## src/rtl/nvms_pkg.sv

```systemverilog
// Shared types and constants for the sorted nearest-value lookup block.
// Used by nvms_ctrl, nvms_dpath and nearest_value_match_sum; depends on nothing.
package nvms_pkg;

    localparam int STORE_DEPTH = 1024;
    localparam int ADDR_W      = $clog2(STORE_DEPTH);
    localparam int CNT_W       = $clog2(STORE_DEPTH + 1);
    localparam int VAL_W       = 16;
    localparam int SUM_W       = 17;
    localparam int POS_W       = 10;
    localparam int KIND_W      = 2;
    localparam int STAT_W      = 2;

    localparam logic [KIND_W-1:0] KIND_CLEAR = 2'd0;
    localparam logic [KIND_W-1:0] KIND_LOAD  = 2'd1;
    localparam logic [KIND_W-1:0] KIND_QUERY = 2'd2;

    typedef enum logic [STAT_W-1:0] {
        ST_ANSWER = 2'd0,
        ST_DONE   = 2'd1,
        ST_EMPTY  = 2'd2,
        ST_FULL   = 2'd3
    } status_t;

    typedef enum logic [3:0] {
        S_IDLE,
        S_DECODE,
        S_LREAD,
        S_LCMP,
        S_QREAD,
        S_QCMP,
        S_FREAD,
        S_FCAP,
        S_FPICK,
        S_DONE
    } state_t;

    typedef enum logic [1:0] {
        RD_PM1,
        RD_MID,
        RD_IDX,
        RD_IDXM1
    } rd_sel_t;

    typedef enum logic {
        WR_SHIFT,
        WR_KEY
    } wr_sel_t;

    typedef enum logic [1:0] {
        RES_CODE,
        RES_RDATA,
        RES_PICK
    } res_sel_t;

    typedef struct packed {
        logic     capture;
        logic     cnt_clear;
        logic     cnt_inc;
        logic     p_init;
        logic     p_dec;
        logic     rd_en;
        rd_sel_t  rd_sel;
        logic     wr_en;
        wr_sel_t  wr_sel;
        logic     bs_init;
        logic     bs_step;
        logic     idx_set;
        logic     cap_a;
        logic     res_load;
        res_sel_t res_sel;
        status_t  res_code;
        logic     out_load;
    } cmd_t;

    typedef struct packed {
        logic [KIND_W-1:0] kind;
        logic              cnt_zero;
        logic              cnt_full;
        logic              p_zero;
        logic              shift_gt;
        logic              bs_done;
        logic              single;
        logic              out_free;
    } sts_t;

endpackage

```

## src/rtl/nvms_ctrl.sv

```systemverilog
// Controller state machine: sequences insertion shifts, the lower-bound
// search and the neighbor pick. Depends on nvms_pkg.
module nvms_ctrl (
    input  logic           clk,
    input  logic           rst_n,
    input  logic           in_valid,
    output logic           in_ready,
    input  nvms_pkg::sts_t sts,
    output nvms_pkg::cmd_t cmd
);

    import nvms_pkg::*;

    state_t state_reg;
    state_t state_next;

    always_ff @(posedge clk or negedge rst_n)
    begin
        if (!rst_n)
        begin
            state_reg <= S_IDLE;
        end
        else
        begin
            state_reg <= state_next;
        end
    end

    always_comb
    begin
        state_next = state_reg;
        case (state_reg)
            S_IDLE:
            begin
                if (in_valid)
                begin
                    state_next = S_DECODE;
                end
            end
            S_DECODE:
            begin
                case (sts.kind)
                    KIND_LOAD:  state_next = sts.cnt_full ? S_DONE : S_LREAD;
                    KIND_QUERY: state_next = sts.cnt_zero ? S_DONE : S_QREAD;
                    default:    state_next = S_DONE;
                endcase
            end
            S_LREAD:  state_next = sts.p_zero ? S_DONE : S_LCMP;
            S_LCMP:   state_next = sts.shift_gt ? S_LREAD : S_DONE;
            S_QREAD:  state_next = sts.bs_done ? S_FREAD : S_QCMP;
            S_QCMP:   state_next = S_QREAD;
            S_FREAD:  state_next = S_FCAP;
            S_FCAP:   state_next = sts.single ? S_DONE : S_FPICK;
            S_FPICK:  state_next = S_DONE;
            S_DONE:
            begin
                if (sts.out_free)
                begin
                    state_next = S_IDLE;
                end
            end
            default:  state_next = S_IDLE;
        endcase
    end

    always_comb
    begin
        cmd      = '0;
        cmd.rd_sel   = RD_PM1;
        cmd.wr_sel   = WR_KEY;
        cmd.res_sel  = RES_CODE;
        cmd.res_code = ST_DONE;
        in_ready = 1'b0;
        case (state_reg)
            S_IDLE:
            begin
                in_ready    = 1'b1;
                cmd.capture = in_valid;
            end
            S_DECODE:
            begin
                case (sts.kind)
                    KIND_CLEAR:
                    begin
                        cmd.cnt_clear = 1'b1;
                        cmd.res_load  = 1'b1;
                    end
                    KIND_LOAD:
                    begin
                        if (sts.cnt_full)
                        begin
                            cmd.res_load = 1'b1;
                            cmd.res_code = ST_FULL;
                        end
                        else
                        begin
                            cmd.p_init = 1'b1;
                        end
                    end
                    KIND_QUERY:
                    begin
                        if (sts.cnt_zero)
                        begin
                            cmd.res_load = 1'b1;
                            cmd.res_code = ST_EMPTY;
                        end
                        else
                        begin
                            cmd.bs_init = 1'b1;
                        end
                    end
                    default:
                    begin
                        cmd.res_load = 1'b1;
                    end
                endcase
            end
            S_LREAD:
            begin
                if (sts.p_zero)
                begin
                    cmd.wr_en    = 1'b1;
                    cmd.cnt_inc  = 1'b1;
                    cmd.res_load = 1'b1;
                end
                else
                begin
                    cmd.rd_en = 1'b1;
                end
            end
            S_LCMP:
            begin
                cmd.wr_en = 1'b1;
                if (sts.shift_gt)
                begin
                    // move the larger entry up one slot
                    cmd.wr_sel = WR_SHIFT;
                    cmd.p_dec  = 1'b1;
                end
                else
                begin
                    cmd.cnt_inc  = 1'b1;
                    cmd.res_load = 1'b1;
                end
            end
            S_QREAD:
            begin
                if (sts.bs_done)
                begin
                    cmd.idx_set = 1'b1;
                end
                else
                begin
                    cmd.rd_en  = 1'b1;
                    cmd.rd_sel = RD_MID;
                end
            end
            S_QCMP:
            begin
                cmd.bs_step = 1'b1;
            end
            S_FREAD:
            begin
                cmd.rd_en  = 1'b1;
                cmd.rd_sel = RD_IDX;
            end
            S_FCAP:
            begin
                if (sts.single)
                begin
                    cmd.res_load = 1'b1;
                    cmd.res_sel  = RES_RDATA;
                    cmd.res_code = ST_ANSWER;
                end
                else
                begin
                    cmd.cap_a  = 1'b1;
                    cmd.rd_en  = 1'b1;
                    cmd.rd_sel = RD_IDXM1;
                end
            end
            S_FPICK:
            begin
                cmd.res_load = 1'b1;
                cmd.res_sel  = RES_PICK;
                cmd.res_code = ST_ANSWER;
            end
            S_DONE:
            begin
                cmd.out_load = sts.out_free;
            end
            default:
            begin
                cmd.capture = 1'b0;
            end
        endcase
    end

endmodule

```

## config.mk

```make
export PLATFORM = sky130hd
export DESIGN_NAME = nvms_ctrl
export DESIGN_NICKNAME = d
export VERILOG_FILES = /design/src/rtl/nvms_pkg.sv /design/src/rtl/nvms_ctrl.sv
export SDC_FILE = /design/constraint.sdc
export NUM_CORES = 1
export LEC_CHECK = 0
export BUFFER_PORTS_ARGS = -buffer_cell sky130_fd_sc_hd__buf_2
export CORE_AREA = 2 2 41 43
export DETAILED_ROUTE_END_ITERATION = 6
export DIE_AREA = 0 0 43 45
export GPL_TIMING_DRIVEN = 0
export PLACE_DENSITY = 0.72
export SLEW_MARGIN = 20
export SYNTH_ARGS = -nofsm -noshare
export SYNTH_HDL_FRONTEND = slang
export SYNTH_SLANG_ARGS = --single-unit
```

## constraint.sdc

```tcl
create_clock -name clk -period 2.4 [get_ports clk]
set_clock_uncertainty 0.05 [all_clocks]
set_input_delay 0.48 -clock clk [delete_from_list [all_inputs] [get_ports clk]]
set_output_delay 0.48 -clock clk [all_outputs]
set_load 0.01 [all_outputs]
```

==> run summary, run 1 <==
Gr usage total: 18.8%
Slew headroom: 71.6%
WL/cell: 12.2 um
Sw Ratio: 46.2%
Critical Path Sink Type: output pin
Crit path max fanout: 8
Initial drt markers: 14
Drc violations: 0
Post-synthesis async set-or-reset flop share: 100%
Max reg flops: 4
Die Wd: 43 um
CTS tree: built
Synthesized area per cell: 6.96 sq um
#FFs+latches synth: 4
Placed Cells: 131
Logic pwr share: 76.4%
RSZ-0062 raised after global routing: false
Clock Tree Root: clkbuf_4
H-tree depth: 1
Main synth FF type: dfrtp_1
Commonest non-fill, non-tap cell in the layout: buf_2
Fmax: 0.429 GHz
DP Wirelength: 1.34 mm
Fin area: 831 sq um
Post-synthesis cell type count: 37
Yosys warning count: 0
WP data required: 1870 ps
VDD IR max: 0.434 mV
Kind of critical path: reg2out
Pins Over Slew Limit: 0
Sink Count: 4
Die area: 1940 sq um
Arrival @ worst endpoint: 1800 ps
Min Tclk post-route: 2330 ps
Int Pwr: 0.464 mW
Sequential power share: 13.4%
First-pass GRT wire length: 2.75 mm
Routed WL: 1.67 mm
Initial core utilization: 39.3%
Clock-pin slew on the worst setup and hold paths: 40 ps
Layout Nets: 138
Post-Route Setup TNS: 0 ps
Rows: 14
Clk pwr share: 10.1%
Via count: 742
Number of global-route vias before repair: 678
MaxCap Viol Count: 0
Startpoint types: flip-flop
Core Footprint: 1470 sq um
Overflow after GRT: 0
Clk_lat worst skew: 240 ps
Vias per Instance: 5.42
Hold WC Path Type: in2reg
Mapped cell area: 578 sq um
Share of the synthesized area in the top cell type: 17.3%
Pre-Repair DR Iteration Count: 4
Maximum clock path buffer count: 2
ANT nets after route: 0
Initial antenna violation count: 0
DP Area: 758 sq um
Finished Layout Cells: 137
Area delta synth->final: 43.7%
# IOs: 33
Pleak: 0.445 nW
Final period util: 97.0%
Final-report setup violation count: 0
Num CTS Buffers: 3
Share of cells above drive strength 1: 42.1%
Post-synth EDFFs: 0
Worst Tran Pin Value: 426 ps
Sequential fraction of the synthesis area: 17.3%
Syn Inst Count: 83
Syn_nets: 98
Die height: 45 um
GP Congestion: 0.840
Largest net degree at the start of global routing: 11
PortBufs: 32
Commonest non-fill, non-tap cells in the layout: 32 x buf_2, 9 x nor3_1, 8 x nand2_1, 8 x nor2_1, 6 x inv_1
Switching Power: 0.398 mW
Power Dens Cells: 1040 nW/um^2
Synth area leaders: dfrtp_1 17%, nor3_1 7.8%, ha_1 6.5%, nand2_1 5.2%, nor2_1 5.2%
Final-report hold violation count: 0
N_diodes: 0
Largest area contributor in the netlist: dfrtp_1
Outcome: finished, final reports clean
worst paths after layout:
| path | cells past startpoint | startpoint | endpoint | slack [ps] |
|---|---|---|---|---|
| max | 6 | state_reg[3]$_DFFE_PN0P_ | cmd[1] | 70 |
| min | 2 | sts[0] | state_reg[0]$_DFFE_PN0P_ | 440 |
| max reg2reg | 6 | state_reg[1]$_DFFE_PN0P_ | state_reg[3]$_DFFE_PN0P_ | 920 |
| min reg2reg | 3 | state_reg[1]$_DFFE_PN0P_ | state_reg[0]$_DFFE_PN0P_ | 610 |
| max in group asynchronous | 2 | rst_n | state_reg[2]$_DFFE_PN0P_ | 1640 |
| min in group asynchronous | 2 | rst_n | state_reg[0]$_DFFE_PN0P_ | 520 |
cells by family (layout without fill, tap and decap cells):
family | count (synthesis) | in the layout | share of synthesized area, %
AND/OR/NAND/NOR | 46 | 46 | 44.2
AO/OA/AOI/OAI | 17 | 17 | 21.0
buffers and inverters | 12 | 50 | 9.52
flip-flops | 4 | 4 | 17.3
adder cells (fa/ha/maj) | 3 | 3 | 6.49
XOR/XNOR | 1 | 1 | 1.52
power by group through the flow:
| stage | clock, mW | sequential [mW] | combinational [mW] |
|---|---|---|---|
| floorplan | 0 | 0.108 | 0.439 |
| global placement | 0 | 0.112 | 0.591 |
| detailed placement | 0 | 0.115 | 0.594 |
| CTS | 0.0884 | 0.114 | 0.626 |
| global route | 0.0976 | 0.121 | 0.720 |
| finish | 0.0874 | 0.116 | 0.659 |
critical path, cell delays in order (launching register included):
cell and delay [ps]:
dfrtp_1 350, buf_6 140, nor2_2 50, and3_4 200
and3b_4 180, or4_4 490, buf_2 150
cell usage after synthesis (2+ instances only):
library cell	number
nor3_1	9
nand2_1	8
nor2_1	8
inv_1	6
dfrtp_1	4
nand2b_1	4
a21oi_1	3
and2_1	3
ha_1	3
a211oi_1	2
a22oi_1	2
and3_1	2
buf_2	2
nor2b_1	2
o21ai_0	2
o311ai_1	2
metrics by stage:
step           hold WS (ps)  utilization (%)  setup slack [ps]  power, mW
3_3_place_gp            235             51.5             -8.32      0.703
2_1_floorplan           134                -               322      0.547
4_1_cts                 449             54.7              31.6      0.829
3_5_place_dp            241             51.5             -46.3      0.709
6_report                444             56.5              70.9      0.862
5_1_grt                 460             56.5              4.02      0.938
timing repair:
action                                  CTS  global route
endpoints found under the setup margin    1             2
gates cloned                              0             0
hold buffers                              1             0
resized for setup                         1             8
pin swaps                                 0             0
buffers inserted                          1             1
endpoints found under the hold margin     4             0
layout make-up:
class / count / area (sq um)
multi-input cells: 67 / 442
inverters: 7 / 26.3
well taps: 16 / 20.0
fillers: 150 / 641
flip-flops and latches: 4 / 101
repair buffers: 35 / 185
plain buffers: 5 / 33.8
clock buffers: 3 / 22.5
metal layers:
layer	wire length, um	vias up	track usage (%)
met5	0	-	0
met4	17	0	12.7
met3	106	4	1.20
met2	858	30	33.0
met1	684	338	22.0
li1	-	370	-
Note: power is estimated with default switching activity, not from simulation.
==> inputs of run 2 (changes only) <==
--- a/config.mk
+++ b/config.mk
@@ -6,11 +6,13 @@
 export NUM_CORES = 1
 export LEC_CHECK = 0
 export BUFFER_PORTS_ARGS = -buffer_cell sky130_fd_sc_hd__buf_2
-export CORE_AREA = 2 2 41 43
+export CELL_PAD_IN_SITES_DETAIL_PLACEMENT = 0
+export CELL_PAD_IN_SITES_GLOBAL_PLACEMENT = 1
+export CORE_AREA = 2 2 49 51
 export DETAILED_ROUTE_END_ITERATION = 6
-export DIE_AREA = 0 0 43 45
+export DIE_AREA = 0 0 51 53
 export GPL_TIMING_DRIVEN = 0
-export PLACE_DENSITY = 0.72
+export PLACE_DENSITY = 0.76
 export SLEW_MARGIN = 20
 export SYNTH_ARGS = -nofsm -noshare
 export SYNTH_HDL_FRONTEND = slang
==> run 2 against run 1 <==
First-iteration DRC count fell by 29%. Global-route usage fell by 5.3 points. Final area rose by 0.15%. Critical endpoint unchanged.
==> run summary, run 2 (same netlist as run 1, synthesis figures left out) <==
Outcome: finished, final reports clean (unchanged)
DP Area: 773 sq um (was 758 sq um)
Initial drt markers: 10 (was 14)
Routed WL: 1.68 mm (was 1.67 mm)
Hold path start: sts[0] (unchanged)
Worst Hold Path EP: state_reg[0]$_DFFE_PN0P_ (unchanged)
Final-report hold violation count: 0 (unchanged)
Buf/Inv on CP: 1 (was 2)
Pleak: 0.440 nW (was 0.445 nW)
Crit path max fanout: 7 (was 8)
Critical Path Sink Type: output pin (unchanged)
Arrival @ worst endpoint: 1790 ps (was 1800 ps)
VDD IR max: 0.371 mV (was 0.434 mV)
# IOs: 33 (unchanged)
Via count: 715 (was 742)
Max reg flops: 4 (unchanged)
Setup WS pre-CTS: -9.04 ps (was -46.3 ps)
WP data required: 1870 ps (about the same)
Top Family by Delay on Critical Path: simple AND/OR/NAND/NOR gates (unchanged)
Drc violations: 0 (unchanged)
Final period util: 96.7% (was 97.0%)
Clock-pin slew on the worst setup and hold paths: 30 ps (was 40 ps)
Hold path depth: 2 (unchanged)
Power, Total: 0.836 mW (was 0.862 mW)
Fmax: 0.431 GHz (was 0.429 GHz)
Crit-path slowest cell: or4_4 (unchanged)
Vias per Instance: 4.83 (was 5.42)
Rows: 17 (was 14)
Hold WC Path Type: in2reg (unchanged)
Final WS setup: 79.3 ps (was 70.9 ps)
ANT nets after route: 0 (unchanged)
Kind of critical path: reg2out (unchanged)
Die Wd: 51 um (was 43 um)
Pins Over Slew Limit: 0 (unchanged)
WL/cell: 11.3 um (was 12.2 um)
PortBufs: 32 (unchanged)
Clk_lat worst skew: 230 ps (was 240 ps)
Worst stage delay on the critical path: 490 ps (about the same)
Number of global-route vias before repair: 618 (was 678)
Reg2Reg Depth: 5 (was 6)
Initial antenna violation count: 0 (unchanged)
Share of cells above drive strength 1: 40.0% (was 42.1%)
Multi-input gate area: 442 sq um (unchanged)
Core Footprint: 2150 sq um (was 1470 sq um)
Worst R2R Start: state_reg[0]$_DFFE_PN0P_ (was state_reg[1]$_DFFE_PN0P_)
Final hold slack: 472 ps (was 444 ps)
Worst path cell trace: nor2_2 > and3_4 > and3b_4 > or4_4 > buf_2 (was buf_6 > nor2_2 > and3_4 > and3b_4 > or4_4 > buf_2)
R2r setup slk: 840 ps (was 920 ps)
Overflow after GRT: 0 (unchanged)
Post-Route Setup TNS: 0 ps (unchanged)
Final-report setup violation count: 0 (unchanged)
N_diodes: 0 (unchanged)
Commonest non-fill, non-tap cell in the layout: buf_2 (unchanged)
Initial core utilization: 26.9% (was 39.3%)
Commonest non-fill, non-tap cells in the layout: 34 x buf_2, 9 x nor3_1, 8 x nand2_1, 8 x nor2_1, 6 x inv_1 (was 32 x buf_2, 9 x nor3_1, 8 x nand2_1, 8 x nor2_1, 6 x inv_1)
Power Dens Cells: 1000 nW/um^2 (was 1040 nW/um^2)
FF+latch area: 100 sq um (was 101 sq um)
Gr usage total: 13.5% (was 18.8%)
Min Tclk post-route: 2320 ps (was 2330 ps)
Fin area: 832 sq um (was 831 sq um)
Largest net degree at the start of global routing: 11 (unchanged)
Num CTS Buffers: 3 (unchanged)
GP Congestion: 0.874 (was 0.840)
Slew headroom: 71.4% (was 71.6%)
Die height: 53 um (was 45 um)
Worst Tran Pin Value: 429 ps (was 426 ps)
Maximum clock path buffer count: 2 (unchanged)
Die area: 2700 sq um (was 1940 sq um)
Startpoint types: flip-flop (unchanged)
First-pass GRT wire length: 2.75 mm (about the same)
Layout Nets: 137 (was 138)
DP Wirelength: 1.37 mm (was 1.34 mm)
CTS tree: built (unchanged)
Clock Tree Root: clkbuf_4 (unchanged)
MaxCap Viol Count: 0 (unchanged)
H-tree depth: 1 (unchanged)
Area delta synth->final: 43.9% (was 43.7%)
RR Endpoint: state_reg[0]$_DFFE_PN0P_ (was state_reg[3]$_DFFE_PN0P_)
Sink Count: 4 (unchanged)
Pre-Repair DR Iteration Count: 4 (unchanged)
Filler Cell Count: 254 (was 150)
-- run 2: changes by cell type in the layout (fill, tap and decap cells not counted) --
cell	change
buf_2	+2
inv_2	-1
clkbuf_4	-1
dfrtp_2	-1
buf_4	-2
dfrtp_1	+1
clkinv_1	+1
-- run 2: power by group --
| group | internal (mW) | total (mW) | switching, mW |
|---|---|---|---|
| combinational | 0.294 | 0.644 | 0.350 |
| sequential | 0.0948 | 0.113 | 0.0177 |
| clock | 0.0556 | 0.0788 | 0.0231 |
-- run 2: how the worst max path moves through the flow --
stage,slack (ps),cells after the start,startpoint,endpoint
2_1_floorplan,320,6,sts[7],cmd[5]
6_report,80,5,state_reg[2]$_DFFE_PN0P_,cmd[1]
5_1_grt,-10,4,state_reg[2]$_DFFE_PN0P_,cmd[5]
3_3_place_gp,-7,8,sts[7],cmd[5]
3_5_place_dp,-9,8,sts[7],cmd[5]
4_1_cts,10,6,state_reg[0]$_DFFE_PN0P_,cmd[5]
-- run 2: metal layers --
layer  track usage, %  wire [um]  up-vias
li1                 -          -      372
met1             17.1        766      326
met2             22.7        814       17
met3             1.98         98        0
met4             5.41          0        0
met5                0          0        -
-- run 2: area by class of cell --
cell class                      count  share of cell area (%)
Multi-Input combinational cell     67                    53.1
Timing Repair Buffer               34                    21.4
Sequential cell                     4                    12.0
Tap cell                           28                    4.21
Buffer                              5                    3.46
Inverter                            7                    3.16
Clock buffer                        3                    2.71
-- run 2: timing repair --
item | in CTS | in global routing
hold endpoints to repair | 4 | 0
hold buffers | 1 | 0
endpoints found under the setup margin | 1 | 1
pin swaps | 0 | 0
gates resized for setup | 1 | 3
setup buffers | 0 | 1
-- run 2: per-stage QoR --
step	utilization [%]	instances
finish	38.7	148
global route	38.7	148
CTS	37.8	147
detailed placement	36.0	143
global placement	36.0	143
floorplan	-	83
==> inputs of run 3 (changes only) <==
--- a/config.mk
+++ b/config.mk
@@ -5,6 +5,7 @@
 export SDC_FILE = /design/constraint.sdc
 export NUM_CORES = 1
 export LEC_CHECK = 0
+export ABC_AREA = 0
 export BUFFER_PORTS_ARGS = -buffer_cell sky130_fd_sc_hd__buf_2
 export CELL_PAD_IN_SITES_DETAIL_PLACEMENT = 0
 export CELL_PAD_IN_SITES_GLOBAL_PLACEMENT = 1
@@ -13,6 +14,7 @@
 export DIE_AREA = 0 0 51 53
 export GPL_TIMING_DRIVEN = 0
 export PLACE_DENSITY = 0.76
+export REMOVE_ABC_BUFFERS = 1
 export SLEW_MARGIN = 20
 export SYNTH_ARGS = -nofsm -noshare
 export SYNTH_HDL_FRONTEND = slang
==> constraint.sdc (replaced) <==
create_clock -name clk -period 2.4 [get_ports clk]
set_clock_uncertainty 0.05 [all_clocks]
set_input_delay 0.48 -clock clk [delete_from_list [all_inputs] [get_ports clk]]
set_output_delay 0.48 -clock clk [all_outputs]
set_load 0.005 [all_outputs]
==> run 3 against run 2 <==
Count of clock-buffer cells in the layout stayed put. Combinational power is 5.9% lower. Critical endpoint is now cmd[5]. Highest routed layer is now met4. Sequential power is 57% higher. Final cell count is 1.4% higher. Global-route usage is 0.65 points higher. Routed wire length is 6.3% higher. Fmax hardly changed. Register-to-register slack worse by 80 ps.
==> run summary, run 3 (same netlist as run 1, synthesis figures left out) <==
Outcome: finished, final reports clean (unchanged)
Commonest non-fill, non-tap cell in the layout: buf_2 (unchanged)
Post-Route Utilization: 40.6% (was 38.7%)
Rows: 17 (unchanged)
Drc violations: 0 (unchanged)
Pleak: 0.457 nW (was 0.440 nW)
Worst path cell trace: buf_2 > inv_1 > ha_1 > a22oi_2 > nand2_1 > a2bb2oi_2 > or3b_1 > buf_2 (was nor2_2 > and3_4 > and3b_4 > or4_4 > buf_2)
ANT nets after route: 0 (unchanged)
Pins Over Slew Limit: 0 (unchanged)
Max reg flops: 4 (unchanged)
Pre-Repair DR Iteration Count: 4 (unchanged)
Num CTS Buffers: 3 (unchanged)
DP Wirelength: 1.32 mm (was 1.37 mm)
Clock Tree Root: clkbuf_4 (unchanged)
Share of cells above drive strength 1: 46.7% (was 40.0%)
Buf/Inv on CP: 3 (was 1)
Slew headroom: 74.4% (was 71.4%)
Die Wd: 51 um (unchanged)
Number of global-route vias before repair: 651 (was 618)
Initial drt markers: 11 (was 10)
Power Dens Cells: 990 nW/um^2 (was 1000 nW/um^2)
First-pass GRT wire length: 2.84 mm (was 2.75 mm)
Via count: 722 (was 715)
Initial core utilization: 26.9% (unchanged)
Final WS setup: 77.6 ps (was 79.3 ps)
Crit-path slowest cell: or3b_1 (was or4_4)
Fmax: 0.431 GHz (about the same)
Routed WL: 1.78 mm (was 1.68 mm)
Crit path max fanout: 3 (was 7)
CTS tree: built (unchanged)
Largest net degree at the start of global routing: 17 (was 11)
PortBufs: 32 (unchanged)
Gr usage total: 14.1% (was 13.5%)
Critical Path Sink Type: output pin (unchanged)
MaxCap Viol Count: 0 (unchanged)
Core Footprint: 2150 sq um (unchanged)
Kind of critical path: in2out (was reg2out)
Die area: 2700 sq um (unchanged)
WL/cell: 11.9 um (was 11.3 um)
Clock-pin slew on the worst setup and hold paths: 30 ps (about the same)
FF+latch area: 105 sq um (was 100 sq um)
Filler Cell Count: 231 (was 254)
Maximum clock path buffer count: 2 (unchanged)
Commonest non-fill, non-tap cells in the layout: 31 x buf_2, 9 x nor3_1, 8 x nand2_1, 8 x nor2_1, 8 x buf_4 (was 34 x buf_2, 9 x nor3_1, 8 x nand2_1, 8 x nor2_1, 6 x inv_1)
Startpoint types: input port (was flip-flop)
Final-report setup violation count: 0 (unchanged)
N_diodes: 0 (unchanged)
Final period util: 96.8% (was 96.7%)
Area delta synth->final: 50.9% (was 43.9%)
Final-report hold violation count: 0 (unchanged)
Cell mode on critical path: buf_2
Overflow after GRT: 0 (unchanged)
Post-Route Setup TNS: 0 ps (unchanged)
VDD IR max: 0.412 mV (was 0.371 mV)
Multi-input gate area: 442 sq um (unchanged)
Worst Tran Pin Value: 379 ps (was 429 ps)
Top Family by Delay on Critical Path: simple AND/OR/NAND/NOR gates (unchanged)
Vias per Instance: 4.81 (was 4.83)
Worst stage delay on the critical path: 370 ps (was 490 ps)
# IOs: 33 (unchanged)
RSZ-0062 raised after global routing: false
Clk_lat worst skew: 230 ps (about the same)
Power, Total: 0.863 mW (was 0.836 mW)
Hold WC Path Type: in2reg (unchanged)
Sink Count: 4 (unchanged)
GP Congestion: 0.774 (was 0.874)
Die height: 53 um (unchanged)
WP data required: 1870 ps (about the same)
Initial antenna violation count: 0 (unchanged)
Layout Nets: 139 (was 137)
Setup WS pre-CTS: -17.7 ps (was -9.04 ps)
Arrival @ worst endpoint: 1790 ps (about the same)
H-tree depth: 1 (unchanged)
Min Tclk post-route: 2320 ps (about the same)
[run 3: changes by cell type in the layout (fill, tap and decap cells not counted), moves of 3 or more]
cell / before / now
dfrtp_2: 0 / 4
buf_4: 1 / 8
dfrtp_1: 4 / 0
buf_2: 34 / 31
[run 3: metal layers]
layer,GRT usage [%],routed length [um]
met1,17.9,801
met2,23.4,852
met3,2.82,120
met4,5.41,8
met5,0,0
[run 3: layout make-up]
| type | count | share of cell area [%] |
|---|---|---|
| inverter | 7 | 3.59 |
| clock buffer | 3 | 2.58 |
| tap | 28 | 4.02 |
| multi-input combinational | 67 | 50.6 |
| sequential | 4 | 12.1 |
| timing repair buffer | 41 | 27.1 |
[run 3: what timing repair did]
action,in CTS,in global routing
hold buffers,1,0
pin swaps,0,2
setup endpoints to repair,2,2
buffers inserted,3,5
gates cloned,0,0
gates resized for setup,7,4
hold endpoints to repair,4,0
[run 3: through the flow]
step / hold slack (ps) / instances / cell area (sq um)
after CTS: 460 / 145 / 816
after global routing: 490 / 150 / 872
after detailed placement: 235 / 138 / 744
after global placement: 233 / 138 / 744
after floorplan: 134 / 78 / 549
final: 474 / 150 / 872
[run 3: final timing paths]
path                                            end  cells after the start                     start  slack, ps
setup / recovery                             cmd[5]                      8                    sts[7]         80
hold / removal             state_reg[1]$_DFFE_PN0P_                      2                    sts[5]        470
setup reg to reg           state_reg[0]$_DFFE_PN0P_                      5  state_reg[0]$_DFFE_PN0P_        760
hold reg to reg            state_reg[1]$_DFFE_PN0P_                      3  state_reg[3]$_DFFE_PN0P_        690
max in group asynchronous  state_reg[3]$_DFFE_PN0P_                      2                     rst_n       1630
min in group asynchronous  state_reg[2]$_DFFE_PN0P_                      2                     rst_n        540
[run 3: worst reg2reg max path: stages, from the launching register on]
cell	delay (ps)
dfrtp_2	450
buf_4	160
buf_4	160
or3_1	340
o221ai_1	190
o311ai_1	150
[run 3: where the power goes]
part           internal [mW]  leakage (nW)  total, mW  switching, mW
Clock                 0.0558        0.0138     0.0805         0.0248
Combinational          0.328         0.397      0.606          0.278
Sequential             0.100        0.0460      0.177         0.0764
Total                  0.484         0.457      0.863          0.379
